===== config.mk =====
export PLATFORM = sky130hd
export DESIGN_NAME = clcc_step
export DESIGN_NICKNAME = d
export VERILOG_FILES = /design/src/rtl/clcc_pkg.sv /design/src/rtl/clcc_step.sv
export SDC_FILE = /design/constraint.sdc
export NUM_CORES = 1
export LEC_CHECK = 0
export ABC_AREA = 1
export BUFFER_PORTS_ARGS = -buffer_cell sky130_fd_sc_hd__buf_2
export CORE_AREA = 4 4 85 87
export DETAILED_ROUTE_END_ITERATION = 10
export DIE_AREA = 0 0 89 91
export PLACE_DENSITY = 0.81
export SYNTH_ARGS = -nofsm -noshare
export SYNTH_HDL_FRONTEND = slang
export SYNTH_SLANG_ARGS = --single-unit
export TNS_END_PERCENT = 1

===== constraint.sdc =====
create_clock -name vclk -period 3.8
set_clock_uncertainty 0.05 [all_clocks]
set_input_delay 0.38 -clock vclk [all_inputs]
set_output_delay 0.38 -clock vclk [all_outputs]
set_load 0.01 [all_outputs]

===== src/rtl/clcc_pkg.sv =====
// Shared types, codes and helpers for the command line checksum checker.
// Used by clcc_step and command_line_checksum_checker. No dependencies.
`default_nettype none

package clcc_pkg;

  localparam logic [7:0] START_CHAR_RESET = 8'h24;  // '$'
  localparam logic [7:0] CHAR_SPACE       = 8'h20;
  localparam logic [7:0] CHAR_STAR        = 8'h2A;
  localparam logic [7:0] CHAR_CARET       = 8'h5E;

  typedef enum logic [1:0] {
    PH_LETTER = 2'd0,
    PH_BODY   = 2'd1,
    PH_HEX    = 2'd2,
    PH_IGNORE = 2'd3
  } phase_t;

  typedef enum logic [1:0] {
    CK_NONE = 2'd0,
    CK_ADD  = 2'd1,
    CK_XOR  = 2'd2,
    CK_FAIL = 2'd3
  } check_kind_t;

  typedef enum logic [2:0] {
    ROLE_TOKEN  = 3'd0,
    ROLE_SEP    = 3'd1,
    ROLE_MARKER = 3'd2,
    ROLE_HEX    = 3'd3,
    ROLE_IGNORE = 3'd4
  } byte_role_t;

  typedef struct packed {
    logic [7:0]  sum_add;
    logic [7:0]  sum_xor;
    phase_t      phase;
    check_kind_t check_kind;
    logic [3:0]  tokens_seen;
    logic [7:0]  hex_value;
    logic [1:0]  hex_digits;
  } line_state_t;

  typedef struct packed {
    logic [3:0] token_number;
    byte_role_t byte_role;
    logic       line_done;
    logic       line_ok;
    logic [3:0] token_count;
  } result_t;

  localparam line_state_t LINE_STATE_CLEAR = '{
    sum_add:     8'd0,
    sum_xor:     8'd0,
    phase:       PH_LETTER,
    check_kind:  CK_NONE,
    tokens_seen: 4'd1,
    hex_value:   8'd0,
    hex_digits:  2'd0
  };

  // {is_digit, value}
  function automatic logic [4:0] hex_nibble(input logic [7:0] c);
    logic [4:0] r;
    r = 5'd0;
    if (c >= 8'h30 && c <= 8'h39) begin
      r = {1'b1, 4'(c - 8'h30)};
    end else if (c >= 8'h61 && c <= 8'h66) begin
      r = {1'b1, 4'(c - 8'h57)};
    end else if (c >= 8'h41 && c <= 8'h46) begin
      r = {1'b1, 4'(c - 8'h37)};
    end
    return r;
  endfunction

endpackage

`default_nettype wire


===== src/rtl/clcc_step.sv =====
// Per-byte parse step: next line state and result for one character.
// Depends on clcc_pkg.
`default_nettype none

module clcc_step #(
  parameter int unsigned MAX_TOKENS = 10
) (
  input  clcc_pkg::line_state_t st,
  input  logic [7:0]            start_char,
  input  logic [7:0]            data_byte,
  input  logic                  last_byte,
  output clcc_pkg::line_state_t st_next,
  output clcc_pkg::result_t     res
);
  import clcc_pkg::*;

  localparam logic [3:0] MaxTok = 4'(MAX_TOKENS);

  line_state_t s;
  logic [4:0]  nib;
  logic        ok;

  always_comb begin
    s   = st;
    nib = hex_nibble(data_byte);
    ok  = 1'b0;
    res.token_number = (st.tokens_seen != 4'd0) ? st.tokens_seen - 4'd1 : 4'd0;
    res.byte_role    = ROLE_IGNORE;
    res.line_done    = last_byte;
    res.line_ok      = 1'b0;
    res.token_count  = 4'd0;

    unique case (st.phase)
      PH_LETTER: begin
        s.sum_add        = start_char + data_byte;
        s.sum_xor        = start_char ^ data_byte;
        s.tokens_seen    = 4'd1;
        s.phase          = PH_BODY;
        res.token_number = 4'd0;
        res.byte_role    = ROLE_TOKEN;
      end
      PH_BODY: begin
        priority if (data_byte == CHAR_SPACE) begin
          res.token_number = st.tokens_seen;
          res.byte_role    = ROLE_SEP;
          if (st.tokens_seen >= MaxTok) begin
            s.check_kind = CK_FAIL;
            s.phase      = PH_IGNORE;
          end else begin
            s.sum_add     = st.sum_add + data_byte;
            s.sum_xor     = st.sum_xor ^ data_byte;
            s.tokens_seen = st.tokens_seen + 4'd1;
          end
        end else if (data_byte == CHAR_STAR || data_byte == CHAR_CARET) begin
          s.check_kind  = (data_byte == CHAR_STAR) ? CK_ADD : CK_XOR;
          s.hex_value   = 8'd0;
          s.hex_digits  = 2'd0;
          s.phase       = PH_HEX;
          res.byte_role = ROLE_MARKER;
        end else begin
          s.sum_add     = st.sum_add + data_byte;
          s.sum_xor     = st.sum_xor ^ data_byte;
          res.byte_role = ROLE_TOKEN;
        end
      end
      PH_HEX: begin
        if (nib[4] && st.hex_digits < 2'd2) begin
          s.hex_value   = {st.hex_value[3:0], nib[3:0]};
          s.hex_digits  = st.hex_digits + 2'd1;
          res.byte_role = ROLE_HEX;
        end else begin
          s.phase = PH_IGNORE;
        end
      end
      PH_IGNORE: begin
        res.byte_role = ROLE_IGNORE;
      end
      default: begin
        res.byte_role = ROLE_IGNORE;
      end
    endcase

    // checksum compare uses the state after this byte
    unique case (s.check_kind)
      CK_NONE: ok = 1'b1;
      CK_ADD:  ok = (s.hex_value == s.sum_add);
      CK_XOR:  ok = (s.hex_value == s.sum_xor);
      default: ok = 1'b0;
    endcase

    if (last_byte) begin
      res.line_ok     = ok;
      res.token_count = ok ? s.tokens_seen : 4'd0;
      s               = LINE_STATE_CLEAR;
    end
    st_next = s;
  end

endmodule

`default_nettype wire

Word-level counts from Yosys, hierarchy flattened
Cells that the tools add are included.

Add/subtract/negate cells: 8. Order comparisons: 8. Equal/unequal tests: 10. Mux-type cells: 31. Bitwise gates (word level): 2. Reduce and logical (&&, ||, !) cells: 8.

Operators with widths (number): $mux 34 (1); $mux 16 (2); $pmux 16 s2 (1); $mux 10 (3); $mux 4 (7); $mux 20 (1); $mux 5 (4); $pmux 10 s2 (1); $add 8x8->8 (2); $eq 8x6->1 const B (2); $eq 8x8->1 (2); $ge 8x7->1 const B (2); $le 8x7->1 const B (2); $pmux 4 s2 (2); $xor 8x8->8 (2); $pmux 3 s4 (1); $mux 2 (5); $eq 8x7->1 const B (1); $ge 8x6->1 const B (1); $le 8x6->1 const B (1); $sub 4x1->4 const B (2); $sub 4x3->4 const B (2); $eq 2x2->1 const B (3); $pmux 2 s3 (1); other kinds (11) (16).

Bits in registers: 0. Input port bits: 51. Output and inout port bits: 47. Logic and storage cells: 67.

Logic depth before layout (Yosys ltp)
Depth in word-level cells: 12. Mapped depth: 23. Depth with buffers taken out: 22.

Worst setup path after synthesis
No wires, ideal clock.

Kind: input port to output port. From: in st[17] (netlist bit). To: out res[0] (netlist bit). Arrival time: 3050 ps. Required time: 3370 ps. Setup slack: 320 ps. Cell stages on the path: 19. Path through: inv_1 ha_1 buf_2 buf_2 nand2_1 o21ai_0 nand2_1 inv_1 ha_1 clkbuf_1 clkinv_1 or2_2 nand2_1 nand2_1 nand2_1 nand3_1 o21ai_2 nand2_2 nor2_1.

RTL lines: start, declared (line clcc_step.sv:8) `input clcc_pkg::line_state_t st,`; end, declared (line clcc_step.sv:13) `output clcc_pkg::result_t res`.

==> results.json <==
{
  "hold_ws_ps": 1058,
  "ys_seq_area_frac": 0,
  "p_leak_nw": 2.091,
  "worstSetupStartpointType": "input port",
  "drc": 0,
  "n_antenna_cell": 0,
  "syn_area_per_cell_sq_um": 5.203,
  "area_delta_synth_final_pct": 22.72,
  "seq_cell_count": 0,
  "antenna_found_initial": 0,
  "timing.final.max_slew_violations": 0,
  "final.setup.tns_ps": 0,
  "dp_cells": 714,
  "ys_types": 36,
  "gr-usage-all-layers": 0.2391,
  "die_area_sq_um": 8099,
  "worst_pin_slew_ps": 553.2,
  "drive_gt1_frac": 0.2387,
  "clock_buffers": 0,
  "core-area_sq_um": 6350,
  "relSlewSlack": 0.6312,
  "path_class": "in2out",
  "p_per_area_nw_per_um2": 131.9,
  "syn-cell-area_sq_um": 2820,
  "postSynthCellCount": 542,
  "final-setup-viol-count": 0,
  "grt_max_degree": 32,
  "crit_arrival_ps": 3100,
  "dp_slack_ps": 129.7,
  "io-pin-count": 98,
  "hpwl_mm": 8.522,
  "drt_first_pass_iters": 5,
  "finalCritPeriodShare": 0.9297,
  "chipWidth_microns": 89,
  "num_vias": 3804,
  "yosysWarnings": 0,
  "wl_per_cell_microns": 14.02,
  "drtIter0Drc": 257,
  "numPortBuffers": 98,
  "final_nets": 726,
  "die_height_microns": 91,
  "ant_nets": 0,
  "final_cell_mix": "170 x nand2_1, 98 x buf_2, 73 x inv_1",
  "seq_area_sq_um": 0,
  "routed_via_density": 5.298,
  "finalHoldViolCount": 0,
  "fin_ws_ps": 267.2,
  "place_congestion": 1.001,
  "syn_nets": 625,
  "grt_pass1_wl_mm": 15.88,
  "min_period_ps": 3533,
  "outcome": "completed",
  "grt_remaining_overflow": 0,
  "worst_ir_drop_vdd_mv": 0.06427,
  "initial_utilization": 0.4441,
  "max_clock_freq_mhz": 283.1,
  "crit_path_end_kind": "output pin",
  "min_path_type": "in2out",
  "max_cap_violations": 0,
  "crit_fanout": 8,
  "final_common_cell": "nand2_1",
  "grt_pass1_vias": 3363,
  "num_rows": 29,
  "utilization": 0.5450,
  "routed_wl_mm": 10.07,
  "required_ps": 3370,
  "final_cell_count_no_fill": 718
}
## worst max-delay path, cell delays in order
cell and delay [ps]:
buf_2 160, inv_1 120, ha_1 190, nand3_2 110, inv_1 90, nand2_2 120
nand2_4 120, nor2_4 50, nor2_1 130, nand2_1 80, nand2_2 90, ha_2 210
clkinvlp_4 150, or2_2 330, nand2_1 70, nand2_1 50, nand2_1 50, nand3_1 90
o21ai_2 160, nand2_2 110, nor2_1 100, buf_2 130
## what timing repair did
action,CTS,global route
hold buffers,0,0
gates resized for setup,0,5
buffers inserted,0,4
endpoints found under the setup margin,0,5
## where the power goes
group / total (mW) / switching [mW] / internal [mW]
Clock: 0 / 0 / 0
Combinational: 0.456 / 0.286 / 0.170
Sequential: 0 / 0 / 0
## metal layers
| layer | global-route usage | part of all wire | up-vias |
|---|---|---|---|
| li1 | - | - | 1942 |
| met1 | 0.3357 | 0.42 | 1669 |
| met2 | 0.3818 | 0.46 | 170 |
| met3 | 0.04072 | 0.099 | 23 |
| met4 | 0.04963 | 0.020 | 0 |
| met5 | 0 | 0 | - |
## cells in the mapped netlist
| cell | n | area share |
|---|---|---|
| inv_2 | 5 | 0.0067 |
| nor2_2 | 5 | 0.011 |
| nand2_2 | 7 | 0.016 |
| buf_2 | 3 | 0.0053 |
| o22ai_1 | 2 | 0.0044 |
| nand3_1 | 66 | 0.12 |
| nand3_2 | 3 | 0.011 |
| nand3b_1 | 4 | 0.011 |
| buf_4 | 1 | 0.0027 |
| xor2_1 | 5 | 0.016 |
| a21oi_1 | 28 | 0.050 |
| inv_1 | 73 | 0.097 |
| o21ai_0 | 21 | 0.037 |
| nor3_1 | 2 | 0.0035 |
| xnor2_1 | 9 | 0.028 |
| nor2_8 | 1 | 0.0071 |
| a21boi_0 | 1 | 0.0027 |
| a22oi_2 | 1 | 0.0044 |
| clkbuf_1 | 6 | 0.0080 |
| clkinv_1 | 6 | 0.0080 |
| o221ai_1 | 1 | 0.0031 |
| nand2_4 | 5 | 0.020 |
| fa_1 | 2 | 0.014 |
| nor2_1 | 54 | 0.072 |
| o21ai_2 | 2 | 0.0062 |
| o21bai_1 | 1 | 0.0027 |
| nand4_1 | 10 | 0.022 |
| nor2_4 | 4 | 0.016 |
| a31oi_1 | 3 | 0.0067 |
| o211ai_1 | 1 | 0.0027 |
| a22oi_1 | 1 | 0.0027 |
| a21oi_2 | 1 | 0.0031 |
| or2_2 | 4 | 0.0089 |
| ha_1 | 30 | 0.13 |
| nand2_1 | 172 | 0.23 |
| nand3_4 | 2 | 0.012 |
## path summary, 6_finish.rpt
check / start / endpoint / slack, ps / cells after the start
setup / recovery: data_byte[0] / res[2] / 270 / 22
hold / removal: st[10] / res[9] / 1060 / 3
## kinds of logic (layout without fill, tap and decap cells)
kind of cell | after synthesis | count (layout) | synth area share
XOR/XNOR | 14 | 14 | 0.04348
AO/OA/AOI/OAI | 63 | 63 | 0.1256
AND/OR/NAND/NOR | 339 | 339 | 0.5559
buffers and inverters | 94 | 193 | 0.1278
adder cells (fa/ha/maj) | 32 | 32 | 0.1473
## cell type report
cell class	count	area, sq um
multi-input combinational	448	2472
inverter	84	319.1
tap	77	96.34
fill	645	2889
timing repair buffer	109	573.1
## metrics by stage
stage / area (sq um) / power (mW)
6_report: 3461 / 0.4564
2_1_floorplan: 2820 / 0.2936
3_5_place_dp: 3415 / 0.4470
3_3_place_gp: 3415 / 0.4428
4_1_cts: 3415 / 0.4490
5_1_grt: 3461 / 0.5106
No activity file was read; power rests on OpenSTA's default activity.
